`src/plo_pkg.sv`:
```
// Shared types, codes and helper functions of the price-level order book.
package plo_pkg;

  // Order operation codes.
  typedef enum logic [1:0] {
    OP_NEW    = 2'd0,
    OP_CHANGE = 2'd1,
    OP_REMOVE = 2'd2,
    OP_NONE   = 2'd3
  } op_t;

  // Side indexes of the two rings and of the level_side field.
  localparam logic SIDE_BID = 1'b0;
  localparam logic SIDE_ASK = 1'b1;

  // Sequencer states.
  typedef enum logic [3:0] {
    ST_IDLE,
    ST_SNAP_BID,
    ST_SNAP_BID_END,
    ST_SNAP_ASK,
    ST_SNAP_ASK_END,
    ST_CALC,
    ST_MOD,
    ST_PREP,
    ST_WALK
  } state_t;

  // Contents of one ring cell: one price level.
  typedef struct packed {
    logic               valid;
    logic [31:0]        price;
    logic signed [31:0] qty;
  } cell_t;

  // Signed 32-bit add that saturates at the ends of the range.
  function automatic logic signed [31:0] sat_add(input logic signed [31:0] a,
                                                 input logic signed [31:0] b);
    logic signed [32:0] s;
    s = {a[31], a} + {b[31], b};
    if (s[32] != s[31]) begin
      sat_add = s[32] ? 32'sh8000_0000 : 32'sh7fff_ffff;
    end else begin
      sat_add = s[31:0];
    end
  endfunction

endpackage

```
`src/plo_if.sv`:
```
// Handshake interfaces for order beats in and level beats out.
interface plo_order_if;
  logic               valid;
  logic               ready;
  logic [1:0]         operation;
  logic               side_is_bid;
  logic [31:0]        price;
  logic signed [31:0] quantity;
  logic               snapshot_request;

  modport source (output valid, operation, side_is_bid, price, quantity,
                  snapshot_request, input ready);
  modport sink   (input valid, operation, side_is_bid, price, quantity,
                  snapshot_request, output ready);
endinterface

interface plo_level_if;
  logic               valid;
  logic               ready;
  logic               level_side;
  logic [31:0]        level_price;
  logic signed [31:0] level_quantity;
  logic               side_end;
  logic               last;

  modport source (output valid, level_side, level_price, level_quantity,
                  side_end, last, input ready);
  modport sink   (input valid, level_side, level_price, level_quantity,
                  side_end, last, output ready);
endinterface

```
`src/plo_cell.sv`:
```
// One ring cell: holds one price level and passes it on when the ring shifts.
module plo_cell (
  input  logic          clk,
  input  logic          rst,
  input  logic          shift,
  input  plo_pkg::cell_t d,
  output plo_pkg::cell_t q
);
  import plo_pkg::*;

  logic               held_valid;
  logic [31:0]        held_price;
  logic signed [31:0] held_qty;

  // Valid flag is control state and clears on reset; the payload does not.
  always_ff @(posedge clk) begin
    if (rst) begin
      held_valid <= 1'b0;
    end else if (shift) begin
      held_valid <= d.valid;
    end
  end

  always_ff @(posedge clk) begin
    if (shift) begin
      held_price <= d.price;
      held_qty   <= d.qty;
    end
  end

  assign q = {held_valid, held_price, held_qty};
endmodule

```
`src/plo_rem.sv`:
```
// Remainder of a 32-bit distance by the ring length, through registered stages.
module plo_rem #(
  parameter int LEVELS = 16
) (
  input  logic        clk,
  input  logic        rst,
  input  logic        start,
  input  logic [31:0] dividend,
  output logic        done,
  output logic [$clog2(LEVELS)-1:0] rem
);
  import plo_pkg::*;

  localparam int PW = $clog2(LEVELS);
  localparam int KS = 18;
  localparam logic [4:0]    LW    = 5'(LEVELS);
  localparam logic [KS-1:0] RECIP = KS'(((1 << KS) + LEVELS - 1) / LEVELS);

  // Weight of nibble k: sixteen to the power k, reduced by the ring length.
  function automatic int nib_weight(input int k);
    int w;
    w = 1;
    for (int j = 0; j < k; j++) begin
      w = (w * 16) % LEVELS;
    end
    return w;
  endfunction

  logic [8:0]    part [8];
  logic [11:0]   fold_c;
  logic [11:0]   fold;
  logic [29:0]   prod;
  logic [11:0]   quot;
  logic [16:0]   back;
  logic          stage1;
  logic          stage2;
  logic [PW-1:0] r;

  // Each nibble times its weight keeps the remainder and shrinks the value.
  genvar gk;
  generate
    for (gk = 0; gk < 8; gk++) begin : g_nib
      localparam logic [4:0] WK = 5'(nib_weight(gk));
      assign part[gk] = {5'd0, dividend[4*gk +: 4]} * {4'd0, WK};
    end
  endgenerate

  // Folded sum, reciprocal quotient and the product to take back.
  always_comb begin
    fold_c = '0;
    for (int k = 0; k < 8; k++) begin
      fold_c = fold_c + {3'd0, part[k]};
    end
    prod = {18'd0, fold} * {12'd0, RECIP};
    back = {5'd0, quot} * {12'd0, LW};
  end

  // Stage flags: start runs through stage1 and stage2 to done, flagging rem ready.
  always_ff @(posedge clk) begin
    if (rst) begin
      stage1 <= 1'b0;
      stage2 <= 1'b0;
      done   <= 1'b0;
    end else begin
      stage1 <= start;
      stage2 <= stage1;
      done   <= stage2;
    end
  end

  always_ff @(posedge clk) begin
    if (start) begin
      fold <= fold_c;
    end
    if (stage1) begin
      quot <= prod[29:KS];
    end
    if (stage2) begin
      r <= PW'({5'd0, fold} - back);
    end
  end

  assign rem = r;
endmodule

```
`src/price_level_order_book.sv`:
```
// Two-sided price-level order book built from two rotating rings of level cells.
// Each side keeps LEVELS price levels in a ring of cells that shifts one place
// per cycle while shift is raised; all reads and writes happen at the head cell.
// An order passes the setup states ST_CALC and ST_PREP and then one full ring
// turn, which applies any window clearing, the order itself and the search
// for the next best level in a single pass; a better price that moves the
// window by LEVELS ticks or more first waits in ST_MOD for the remainder unit.
// A snapshot walks each side's ring, then sends its end beat, waiting on stalls.
// A new order is taken only when the previous one is done.
module price_level_order_book #(
  parameter int LEVELS = 16
) (
  input  logic        clk,
  input  logic        rst,
  plo_order_if.sink   order_in,
  plo_level_if.source level_out
);
  import plo_pkg::*;

  localparam int PW = $clog2(LEVELS);
  localparam logic [PW-1:0] LAST_POS = PW'(LEVELS - 1);
  localparam logic [PW:0]   LV1 = (PW+1)'(LEVELS);

  state_t state, state_next;

  // Captured order.
  op_t                r_op;
  logic               r_side;
  logic [31:0]        r_price;
  logic signed [31:0] r_qty;
  logic               r_snap;

  // Per-side best price and anchor slot.
  logic [31:0]   best [2];
  logic [PW-1:0] anchor [2];

  // Work registers of one order.
  logic [31:0]   best_new;
  logic          better;
  logic          clr_all;
  logic [PW-1:0] dm;
  logic [PW-1:0] offset;
  logic [PW-1:0] anchor_new;
  logic [PW-1:0] slot;
  logic [PW-1:0] pos;
  logic          srch;
  logic [PW:0]   bkey;
  logic [31:0]   cand_price;

  // Rings.
  cell_t ring_q [2][LEVELS];
  cell_t feedback [2];
  logic  shift;

  // Output register.
  logic               ov;
  logic               o_side;
  logic [31:0]        o_price;
  logic signed [31:0] o_qty;
  logic               o_end;
  logic               o_last;
  logic               out_free;
  logic               load;
  logic               ld_side;
  logic               ld_end;
  cell_t              ld_cell;

  // Remainder unit.
  logic          rem_start;
  logic          rem_done;
  logic [PW-1:0] rem;
  logic [31:0]   rem_in;

  // Calculation signals.
  logic [31:0] b_eff, pd, bd, dcalc;
  logic        better_c, ignore_c;
  logic [PW:0] asum;

  // Walk signals.
  cell_t       head, modc;
  logic [PW:0] kdist, key;
  logic        cleared, v, pm, nclosed, close_flag;
  logic signed [31:0] nq;

  genvar gs, gi;
  generate
    for (gs = 0; gs < 2; gs++) begin : g_side
      for (gi = 0; gi < LEVELS; gi++) begin : g_cell
        if (gi == LEVELS - 1) begin : g_tail
          plo_cell u_cell (.clk(clk), .rst(rst), .shift(shift),
                           .d(feedback[gs]), .q(ring_q[gs][gi]));
        end else begin : g_mid
          plo_cell u_cell (.clk(clk), .rst(rst), .shift(shift),
                           .d(ring_q[gs][gi+1]), .q(ring_q[gs][gi]));
        end
      end
    end
  endgenerate

  plo_rem #(.LEVELS(LEVELS)) u_rem (
    .clk(clk), .rst(rst), .start(rem_start), .dividend(rem_in),
    .done(rem_done), .rem(rem)
  );

  assign order_in.ready = (state == ST_IDLE);
  assign out_free = !ov || level_out.ready;

  // Distance and window decisions against the current best price.
  always_comb begin
    b_eff    = (best[r_side] == 32'd0) ? r_price : best[r_side];
    pd       = r_price - b_eff;
    bd       = b_eff - r_price;
    better_c = (r_side == SIDE_BID) ? (r_price > b_eff) : (r_price < b_eff);
    dcalc    = (r_price >= b_eff) ? pd : bd;
    ignore_c = !better_c && (dcalc >= 32'(LEVELS));
    rem_in   = dcalc;
    asum     = {1'b0, anchor[r_side]} + {1'b0, offset};
  end

  // Head cell of the working side after clearing and the order itself.
  always_comb begin
    head  = ring_q[r_side][0];
    kdist = (anchor[r_side] >= pos) ? {1'b0, anchor[r_side] - pos}
                                    : {1'b0, anchor[r_side]} + LV1 - {1'b0, pos};
    key   = (pos >= anchor_new) ? {1'b0, pos - anchor_new}
                                : {1'b0, pos} + LV1 - {1'b0, anchor_new};
    cleared = better && (clr_all || (kdist != '0 && kdist <= {1'b0, dm}));
    v       = head.valid && !cleared;
    pm      = (head.price == r_price);
    modc    = head;
    modc.valid = v;
    nq      = (v && pm) ? sat_add(head.qty, r_qty) : head.qty;
    nclosed = !v || (nq <= 32'sd0);
    close_flag = 1'b0;
    if (pos == slot) begin
      case (r_op)
        OP_NEW: begin
          modc.price = r_price;
          modc.qty   = v ? sat_add(head.qty, r_qty) : r_qty;
          modc.valid = 1'b1;
        end
        OP_CHANGE: begin
          modc.qty = nq;
          if (nclosed) begin
            modc.valid = 1'b0;
            close_flag = (slot == anchor_new);
          end
        end
        OP_REMOVE: begin
          if (v && pm) begin
            modc.valid = 1'b0;
          end
          close_flag = (slot == anchor_new);
        end
        default: begin
        end
      endcase
    end
  end

  // Sequencer: next state, ring shift, ring feedback and output loads.
  always_comb begin
    state_next  = state;
    shift       = 1'b0;
    feedback[0] = ring_q[0][0];
    feedback[1] = ring_q[1][0];
    load        = 1'b0;
    ld_side     = SIDE_BID;
    ld_end      = 1'b0;
    ld_cell     = ring_q[0][0];
    rem_start   = 1'b0;
    unique case (state)
      ST_IDLE: begin
        if (order_in.valid) begin
          state_next = order_in.snapshot_request ? ST_SNAP_BID : ST_CALC;
        end
      end
      ST_SNAP_BID, ST_SNAP_ASK: begin
        ld_side = (state == ST_SNAP_BID) ? SIDE_BID : SIDE_ASK;
        ld_cell = ring_q[ld_side][0];
        if (!ld_cell.valid || out_free) begin
          shift = 1'b1;
          load  = ld_cell.valid;
          if (pos == LAST_POS) begin
            state_next = (state == ST_SNAP_BID) ? ST_SNAP_BID_END : ST_SNAP_ASK_END;
          end
        end
      end
      ST_SNAP_BID_END, ST_SNAP_ASK_END: begin
        ld_side = (state == ST_SNAP_BID_END) ? SIDE_BID : SIDE_ASK;
        ld_end  = 1'b1;
        if (out_free) begin
          load       = 1'b1;
          state_next = (state == ST_SNAP_BID_END) ? ST_SNAP_ASK : ST_CALC;
        end
      end
      ST_CALC: begin
        if (r_op == OP_NONE || r_price == 32'd0 || ignore_c) begin
          state_next = ST_IDLE;
        end else if (better_c && dcalc >= 32'(LEVELS)) begin
          rem_start  = 1'b1;
          state_next = ST_MOD;
        end else begin
          state_next = ST_PREP;
        end
      end
      ST_MOD: begin
        if (rem_done) begin
          state_next = ST_PREP;
        end
      end
      ST_PREP: begin
        state_next = ST_WALK;
      end
      ST_WALK: begin
        shift = 1'b1;
        feedback[r_side] = modc;
        if (pos == LAST_POS) begin
          state_next = ST_IDLE;
        end
      end
      default: begin
        state_next = ST_IDLE;
      end
    endcase
  end

  always_ff @(posedge clk) begin
    if (rst) begin
      state <= ST_IDLE;
    end else begin
      state <= state_next;
    end
  end

  // Head position of the rings; a full turn brings it back to slot zero.
  always_ff @(posedge clk) begin
    if (rst) begin
      pos <= '0;
    end else if (shift) begin
      pos <= (pos == LAST_POS) ? '0 : pos + PW'(1);
    end
  end

  // Capture an order beat.
  always_ff @(posedge clk) begin
    if (order_in.valid && order_in.ready) begin
      r_op    <= op_t'(order_in.operation);
      r_side  <= order_in.side_is_bid ? SIDE_BID : SIDE_ASK;
      r_price <= order_in.price;
      r_qty   <= order_in.quantity;
      r_snap  <= order_in.snapshot_request;
    end
  end

  // Per-order work registers.
  always_ff @(posedge clk) begin
    if (state == ST_CALC) begin
      best_new <= better_c ? r_price : b_eff;
      better   <= better_c;
      clr_all  <= better_c && (dcalc >= 32'(LEVELS));
      dm       <= (better_c && dcalc < 32'(LEVELS)) ? dcalc[PW-1:0] : '0;
      offset   <= better_c ? '0 : dcalc[PW-1:0];
    end
    if (state == ST_MOD && rem_done) begin
      dm <= rem;
    end
    if (state == ST_PREP) begin
      anchor_new <= (anchor[r_side] >= dm) ? anchor[r_side] - dm
                    : PW'({1'b0, anchor[r_side]} + LV1 - {1'b0, dm});
      slot       <= better ? ((anchor[r_side] >= dm) ? anchor[r_side] - dm
                    : PW'({1'b0, anchor[r_side]} + LV1 - {1'b0, dm}))
                    : ((asum >= LV1) ? PW'(asum - LV1) : PW'(asum));
      srch       <= 1'b0;
      bkey       <= LV1;
    end
    if (state == ST_WALK) begin
      srch <= srch | close_flag;
      if (modc.valid && key < bkey) begin
        bkey       <= key;
        cand_price <= modc.price;
      end
    end
  end

  // Best price and anchor per side, settled at the end of the ring turn.
  always_ff @(posedge clk) begin
    if (rst) begin
      best[0]   <= '0;
      best[1]   <= '0;
      anchor[0] <= '0;
      anchor[1] <= '0;
    end else if (state == ST_WALK && pos == LAST_POS) begin
      if (srch || close_flag) begin
        if (modc.valid && key < bkey) begin
          best[r_side]   <= modc.price;
          anchor[r_side] <= PW'((({1'b0, anchor_new} + key) >= LV1)
                                ? ({1'b0, anchor_new} + key - LV1)
                                : ({1'b0, anchor_new} + key));
        end else if (bkey != LV1) begin
          best[r_side]   <= cand_price;
          anchor[r_side] <= PW'((({1'b0, anchor_new} + bkey) >= LV1)
                                ? ({1'b0, anchor_new} + bkey - LV1)
                                : ({1'b0, anchor_new} + bkey));
        end else begin
          best[r_side]   <= '0;
          anchor[r_side] <= anchor_new;
        end
      end else begin
        best[r_side]   <= best_new;
        anchor[r_side] <= anchor_new;
      end
    end
  end

  // Output register: one level beat held until taken.
  always_ff @(posedge clk) begin
    if (rst) begin
      ov <= 1'b0;
    end else if (load) begin
      ov <= 1'b1;
    end else if (level_out.ready) begin
      ov <= 1'b0;
    end
  end

  always_ff @(posedge clk) begin
    if (load) begin
      o_side  <= ld_side;
      o_price <= ld_end ? 32'd0 : ld_cell.price;
      o_qty   <= ld_end ? 32'sd0 : ld_cell.qty;
      o_end   <= ld_end;
      o_last  <= ld_end && (ld_side == SIDE_ASK);
    end
  end

  assign level_out.valid          = ov;
  assign level_out.level_side     = o_side;
  assign level_out.level_price    = o_price;
  assign level_out.level_quantity = o_qty;
  assign level_out.side_end       = o_end;
  assign level_out.last           = o_last;

  // The rings are aligned with slot zero at the head whenever no order is open.
  a_idle_aligned: assert property (@(posedge clk) disable iff (rst)
    (state == ST_IDLE) |-> (pos == '0))
    else $error("ring not aligned while idle");

  // An accepted order always starts work in the next cycle.
  a_accept_busy: assert property (@(posedge clk) disable iff (rst)
    (order_in.valid && order_in.ready) |=> (state != ST_IDLE))
    else $error("accepted order was dropped");

  // The final beat of a snapshot is always the ask-side end marker.
  a_last_marker: assert property (@(posedge clk) disable iff (rst)
    (ov && o_last) |-> (o_end && o_side == SIDE_ASK))
    else $error("last flag on a beat that is not the ask marker");

  // Snapshot walks only run for orders that asked for one.
  a_snap_req: assert property (@(posedge clk) disable iff (rst)
    (state == ST_SNAP_BID || state == ST_SNAP_ASK) |-> r_snap)
    else $error("snapshot without request");
endmodule

```
`src/flat_wrapper.sv`:
```
// flat-port wrapper written by rule: the top's interface ports become plain ports
module price_level_order_book_flat import plo_pkg::*;
#(
  parameter int LEVELS = 16
)
  (clk, rst, order_in_valid, order_in_operation, order_in_side_is_bid, order_in_price, order_in_quantity, order_in_snapshot_request, order_in_ready, level_out_valid, level_out_level_side, level_out_level_price, level_out_level_quantity, level_out_side_end, level_out_last, level_out_ready);
  plo_order_if order_in_i ();
  plo_level_if level_out_i ();
  input  logic clk;
  input  logic rst;
  input wire logic [$bits(order_in_i.valid)-1:0] order_in_valid;
  input wire logic [$bits(order_in_i.operation)-1:0] order_in_operation;
  input wire logic [$bits(order_in_i.side_is_bid)-1:0] order_in_side_is_bid;
  input wire logic [$bits(order_in_i.price)-1:0] order_in_price;
  input wire logic [$bits(order_in_i.quantity)-1:0] order_in_quantity;
  input wire logic [$bits(order_in_i.snapshot_request)-1:0] order_in_snapshot_request;
  output wire logic [$bits(order_in_i.ready)-1:0] order_in_ready;
  output wire logic [$bits(level_out_i.valid)-1:0] level_out_valid;
  output wire logic [$bits(level_out_i.level_side)-1:0] level_out_level_side;
  output wire logic [$bits(level_out_i.level_price)-1:0] level_out_level_price;
  output wire logic [$bits(level_out_i.level_quantity)-1:0] level_out_level_quantity;
  output wire logic [$bits(level_out_i.side_end)-1:0] level_out_side_end;
  output wire logic [$bits(level_out_i.last)-1:0] level_out_last;
  input wire logic [$bits(level_out_i.ready)-1:0] level_out_ready;
  assign order_in_i.valid = order_in_valid;
  assign order_in_i.operation = order_in_operation;
  assign order_in_i.side_is_bid = order_in_side_is_bid;
  assign order_in_i.price = order_in_price;
  assign order_in_i.quantity = order_in_quantity;
  assign order_in_i.snapshot_request = order_in_snapshot_request;
  assign order_in_ready = order_in_i.ready;
  assign level_out_valid = level_out_i.valid;
  assign level_out_level_side = level_out_i.level_side;
  assign level_out_level_price = level_out_i.level_price;
  assign level_out_level_quantity = level_out_i.level_quantity;
  assign level_out_side_end = level_out_i.side_end;
  assign level_out_last = level_out_i.last;
  assign level_out_i.ready = level_out_ready;
  price_level_order_book #(.LEVELS(LEVELS)) u_core (.clk(clk), .rst(rst), .order_in(order_in_i), .level_out(level_out_i));
endmodule
```
`config.mk`:
```
export PLATFORM = sky130hd
export DESIGN_NAME = price_level_order_book_flat
export DESIGN_NICKNAME = d
export VERILOG_FILES = /design/src/plo_pkg.sv /design/src/plo_if.sv /design/src/plo_cell.sv /design/src/plo_rem.sv /design/src/price_level_order_book.sv /design/src/flat_wrapper.sv
export SDC_FILE = /design/constraint.sdc
export NUM_CORES = 2
export LEC_CHECK = 0
export ABC_AREA = 1
export BUFFER_PORTS_ARGS = -buffer_cell sky130_fd_sc_hd__buf_2
export CORE_MARGIN = 3
export CORE_UTILIZATION = 56
export CTS_CLUSTER_DIAMETER = 30
export DETAILED_ROUTE_END_ITERATION = 10
export GPL_TIMING_DRIVEN = 1
export PLACE_DENSITY = 0.75
export SKIP_LAST_GASP = 1
export SLEW_MARGIN = 20
export SYNTH_ARGS = -nofsm -noshare
export SYNTH_HDL_FRONTEND = slang
export SYNTH_SLANG_ARGS = --single-unit
```
`constraint.sdc`:
```
create_clock -name clk -period 75.8 [get_ports clk]
set_clock_uncertainty 0.15 [all_clocks]
set_input_delay 15.16 -clock clk [delete_from_list [all_inputs] [get_ports clk]]
set_output_delay 15.16 -clock clk [all_outputs]
set_load 0.005 [all_outputs]
```
# Word level (Yosys, flattened, before mapping)
# Memory sizes are Yosys's and may differ from the RTL's. A register that Yosys moved wholly into a read port is not among the register bits.
# Cells that the tools add are included.
# word_totals
register_bits	2322
latchBits	0
ram_bits	72
romBits	0
inputBits	72
out_inout_bits	69
elab_cells	339
n_memories	2
# memory_table
name	depth	width	rd	rd_clocked_by_memory_dff	write_ports	line_no	text
u_core.best	2	32	1	1	2	price_level_order_book.sv:34	logic [31:0] best [2];
u_core.anchor	2	4	1	1	2	price_level_order_book.sv:35	logic [PW-1:0] anchor [2];
# op_classes
add_sub_neg	18
n_mul	0
div_mod_pow	0
magnitude_cmp	17
n_eq_ne	23
shifts	0
muxes	108
bitwise	9
n_reduce_logical	39
# op_table
cell	count
2-to-1 mux 1040 bit	6
2-to-1 mux 32 bit	12
bitwise mux 130 bit	1
2-to-1 mux 130 bit	1
2-to-1 mux 65 bit	2
2-to-1 mux 4 bit	20
demux 65 bit (select 1 bit)	1
zero test 32 bit	2
2-to-1 mux 64 bit	1
case mux 32 bit (2 select lines)	1
subtractor 32 bit	2
2-to-1 mux 1 bit	49
adder 32 x 32 -> 33 bit	1
== test 32 bit	1
greater-or-equal comparator 32 bit	1
greater-or-equal comparator 32 x 5 -> 1 bit (second input constant)	1
> comparator 32 bit	1
less-or-equal comparator 32 x 1 -> 1 bit (second input constant)	1
less-than comparator 32 bit	1
less-than comparator 32 x 5 -> 1 bit (second input constant)	1
OR reduction 32 bit	1
case mux 4 bit (7 select lines)	1
2-to-1 mux 5 bit	5
== test 4 x 3 -> 1 bit (second input constant)	4
other kinds (39)	97

# Longest topological paths before layout
# logic_depth
ltp_word	27
ltp_mapped	49
ltp_nobuf	45

# Hierarchy
# Synthesis repeated with hierarchy kept, for this count alone.
# unflattened
hier_cells	5971
hier_area_um2	88762.6
# by_module_without_submodules
mod	instances	cells_each	area_each_um2	seq_area_each_um2
plo_cell	32	72	1974.4	1941.9
price_level_order_book	1	3650	25259.2	8978.6
plo_rem	1	17	322.8	300.3

# Worst setup path before layout
# OpenSTA, ideal clock, no wires.
# synth_path
kind	in2reg
from	input port level_out_ready
to	register u_core.g_side[0].g_cell[0].g_mid.u_cell.held_price[0] (enable)
setup_ns	3.207
t_arrival_ns	70.596
t_required_ns	72.443
path_slack_ns	1.846
path_stages	5
path_buffers	1
cell_sequence	nor2_1 -> nand2_1 -> nand2_1 -> nand2_1 -> clkbuf_1
# synth_via
elab_chain_cells	4
# synth_lines
element	line_no	text
from (decl)	flat_wrapper.sv:24	input wire logic [$bits(level_out_i.ready)-1:0] level_out_ready;
logical OR 1 bit	price_level_order_book.sv:106	assign out_free = !ov || level_out.ready;
logical OR 1 bit	price_level_order_book.sv:181	if (!ld_cell.valid || out_free) begin
2-to-1 mux 1 bit	price_level_order_book.sv:181	
case mux 1 bit (2 select lines)	price_level_order_book.sv:172	unique case (state)
net u_core.g_side[0].g_cell[0].g_mid.u_cell.shift	plo_cell.sv:5	input logic shift,
to (signal assigned)	plo_cell.sv:26	held_price <= d.price;
to (decl)	plo_cell.sv:12	logic [31:0] held_price;
# The timed path passes the listed nets, and every way through them passes these cells.
# A chain may end at the register's enable or synchronous reset.

# Worst setup path in the final report
# layout_path
from	input port level_out_ready
to	register u_core.g_side[1].g_cell[4].g_mid.u_cell.held_price[15] (enable)
# layout_via
elab_chain_cells	4
# layout_lines
element	line_no
logical OR 1 bit	price_level_order_book.sv:106
logical OR 1 bit	price_level_order_book.sv:181
2-to-1 mux 1 bit	price_level_order_book.sv:181
case mux 1 bit (2 select lines)	price_level_order_book.sv:172
to (signal assigned)	plo_cell.sv:26
to (decl)	plo_cell.sv:12
# Every way passes these cells.

==> reports/qor.txt <==
Distinct cells, synth = 51
Skew-Pair Late Insertion Delay = 0.94 ns
Overall Global Routing Usage = 0.2477
sequential cell area fraction in the yosys report = 0.8097
peak supply drop = 0.03045 mV
Hold Fails Final Rpt = 0
max_cap viols = 0
Synth Instances = 5,830
DR WL/cell = 23.35 um
leakage power = 39.15 nW
htree depth = 5
share of cells above drive strength 1 = 0.1383
yosys warns = 0
Inserted Clock Buffers = 388
worst rel slew slack = 0.2388
core area = 156,400 um^2
Synth Area per Inst = 15.13 um^2
Root Driver = clkbuf_16
Initial DRC Count = 6,269
Adder-Cell Fraction of Synth Area = 0.01983
area share of xor/xnor cells in the synthesized design = 0.005263
CP startpoint = level_out_ready
Starting Density = 0.5640
Rows = 145
Final period util = 0.2796
FMAX = 0.04718 GHz
# DRC = 0
Vias/cell = 5.624
Worst Path Max Fanout = 155
CTS tree = yes
Post-Synth Simple-Gate Area = 0.07015
syn nets = 6,037
Async SR Flop Fraction = 0
P&R area growth vs syn = 19.06%
die area = 162,300 um^2
fin nets = 6,472
first-pass GRT wire length = 298,800 um
Synth Cell Area = 88,200 um^2
post-synthesis mux area share = 0.008440
Worst EP required = 76.17 ns
area fraction in compound gates after synthesis = 0.05485
Slew @ Worst Pin = 1.130 ns
post-cts repair resize count = 0
Slew Limit Fails = 0
Synth area leader = edfxtp_1
Antenna Nets Post-Route = 0
Max clock buf depth = 4
Finished Core Util = 0.6715
Chip Width = 402.9 um
Hold Buf Count CTS = 0
HP Class = reg2reg
Boundary Pins = 141
Post-synth EDFFs = 2,345
Critical Path Start Type = input port
power per cell area = 50.09 nW/um^2
RSZ-0062 raised after global routing = false
largest net degree at the start of global routing = 226
vias in the first global route = 47.30k
Post-synth top flop = edfxtp_1
Final Wtd Congestion = 0.9605
CTS Sinks = 2,395
Yosys reg bits = 2,395
initial antenna violation count = 13
Setup violations, final = 0
CP Class = in2reg
commonest cells in the netlist = edfxtp_1, nand2_1, inv_1
worst path arrival time = 21.56 ns
postcts setup bufs = 0
Reg clk slew, reported paths = 0.06 ns
Routed WL = 201,700 um
status = completed
Yosys top cell area share = 0.7983
DR pass1 iterations = 9
Area contributors post-synth = edfxtp_1, nand2_1, o21ai_0
Overflow after GRT = 0
cell with the most instances after synthesis = edfxtp_1
Setup crit end kind = flop
setup TNS = 0 ns
vias = 48.59k
Tmin final = 21.19 ns
Port Buffer Count = 140
largest family of logic cells by synthesized area = simple AND/OR/NAND/NOR gates
Die Ht = 402.9 um
HPWL after detailed placement = 115,900 um
[worst paths after layout]
| path | end | slack (ns) | cells past startpoint |
|---|---|---|---|
| max reg2reg | u_core.dm[3] | 66.53 | 30 |
| max | flop | 54.61 | 12 |
| min reg2reg | flop | 0.20 | 0 |
| min | flop | 0.20 | 0 |
[stage by stage]
stage	setup slack, ns	total power (W)	hold slack [ns]	cell area, um^2	std cells
6_report	54.61	0.005260	0.1980	105000	8639
5_1_grt	54.00	0.005496	0.2086	105000	8638
4_1_cts	54.43	0.005281	0.1949	104900	8635
3_5_place_dp	53.41	0.003401	0.2521	91370	7930
3_3_place_gp	53.64	0.003357	0.2405	91330	7928
2_1_floorplan	1.846	0.004077	0.2383	88200	5830
[final cells by class]
cell class                 instances  area, um^2
antenna                            1       2.502
clock buffer                     430       10010
clock inverter                   275        3522
fill                           10070       51370
inverter                         558        2102
multi-input combinational       2720       14070
sequential                      2395       71420
tap                             2058        2575
timing repair buffer             202        1311
[sequential cells by signal (all words and copies together) (netlist names), 5 cells and up, named ones only]
register and flops:
u_core.g_side.g_cell.g_mid.u_cell.held_qty 960, u_core.g_side.g_cell.g_mid.u_cell.held_price 960, u_core.level_out.level_price 32, u_core.g_side.g_cell.g_tail.u_cell.held_qty 64, u_core.best_new 32, u_core.g_side.g_cell.g_mid.u_cell.held_valid 30
u_core.r_qty 32, u_core.r_price 32, u_core.cand_price 32, u_core.best 64, u_core.bkey 5, u_core.anchor 8
u_core.level_out.level_quantity 32, u_core.g_side.g_cell.g_tail.u_cell.held_price 64
[critical path, stage by stage]
cell     delay, ns
buf_2         0.08
nor2_1        0.15
nand2_1       0.15
nand2_1       0.10
nand2_4       0.38
buf_4         0.82
buf_4         0.95
buf_12        0.39
buf_16        0.51
buf_4         0.94
buf_6         0.68
buf_4         0.79
[placed cells by master (no fill, tap or decap), types with 10 or more instances in the layout]
cell / synthesis / final
edfxtp_1: 2345 / 2345
nand2_1: 987 / 985
inv_1: 548 / 545
o21ai_0: 470 / 470
clkbuf_16: 0 / 393
nor2_1: 358 / 353
a21oi_1: 301 / 299
buf_2: 15 / 140
ha_1: 127 / 127
nand3_1: 118 / 117
mux2i_1: 71 / 71
bufinv_16: 0 / 62
dfxtp_1: 50 / 49
buf_4: 1 / 48
clkinvlp_4: 0 / 44
inv_6: 0 / 43
clkinv_4: 0 / 39
clkinv_2: 0 / 38
o31ai_1: 36 / 36
xor2_1: 35 / 35
clkbuf_1: 123 / 33
nand4_1: 28 / 28
clkinv_1: 3 / 26
o21ai_1: 26 / 26
nor3_1: 24 / 23
xnor2_1: 18 / 18
a21oi_2: 17 / 17
inv_8: 0 / 16
nor4_1: 15 / 15
o21a_1: 10 / 10
[cells by family after synthesis]
group	after synthesis
compound gates	905
flops	2395
buf+inv	715
mux	74
simple gates	1552
other cells	1
fa+ha+maj	135
xor+xnor	53
[routing by layer]
layer / vias up / share of wire / global-route usage / wire length (um)
li1: 21900 / - / - / -
met1: 23890 / 0.43 / 0.3611 / 86240
met2: 2313 / 0.46 / 0.3703 / 92150
met3: 487 / 0.076 / 0.04997 / 15370
met4: 6 / 0.039 / 0.1020 / 7900
met5: - / 0.00017 / 0 / 35
[where the power goes]
group	switching [W]	internal, W	leakage [nW]
Sequential	0.000197	0.00218	22.4
Clock	0.000643	0.00118	6.50
Combinational	0.000802	0.000264	10.3
(Power assumes the default switching activity.)
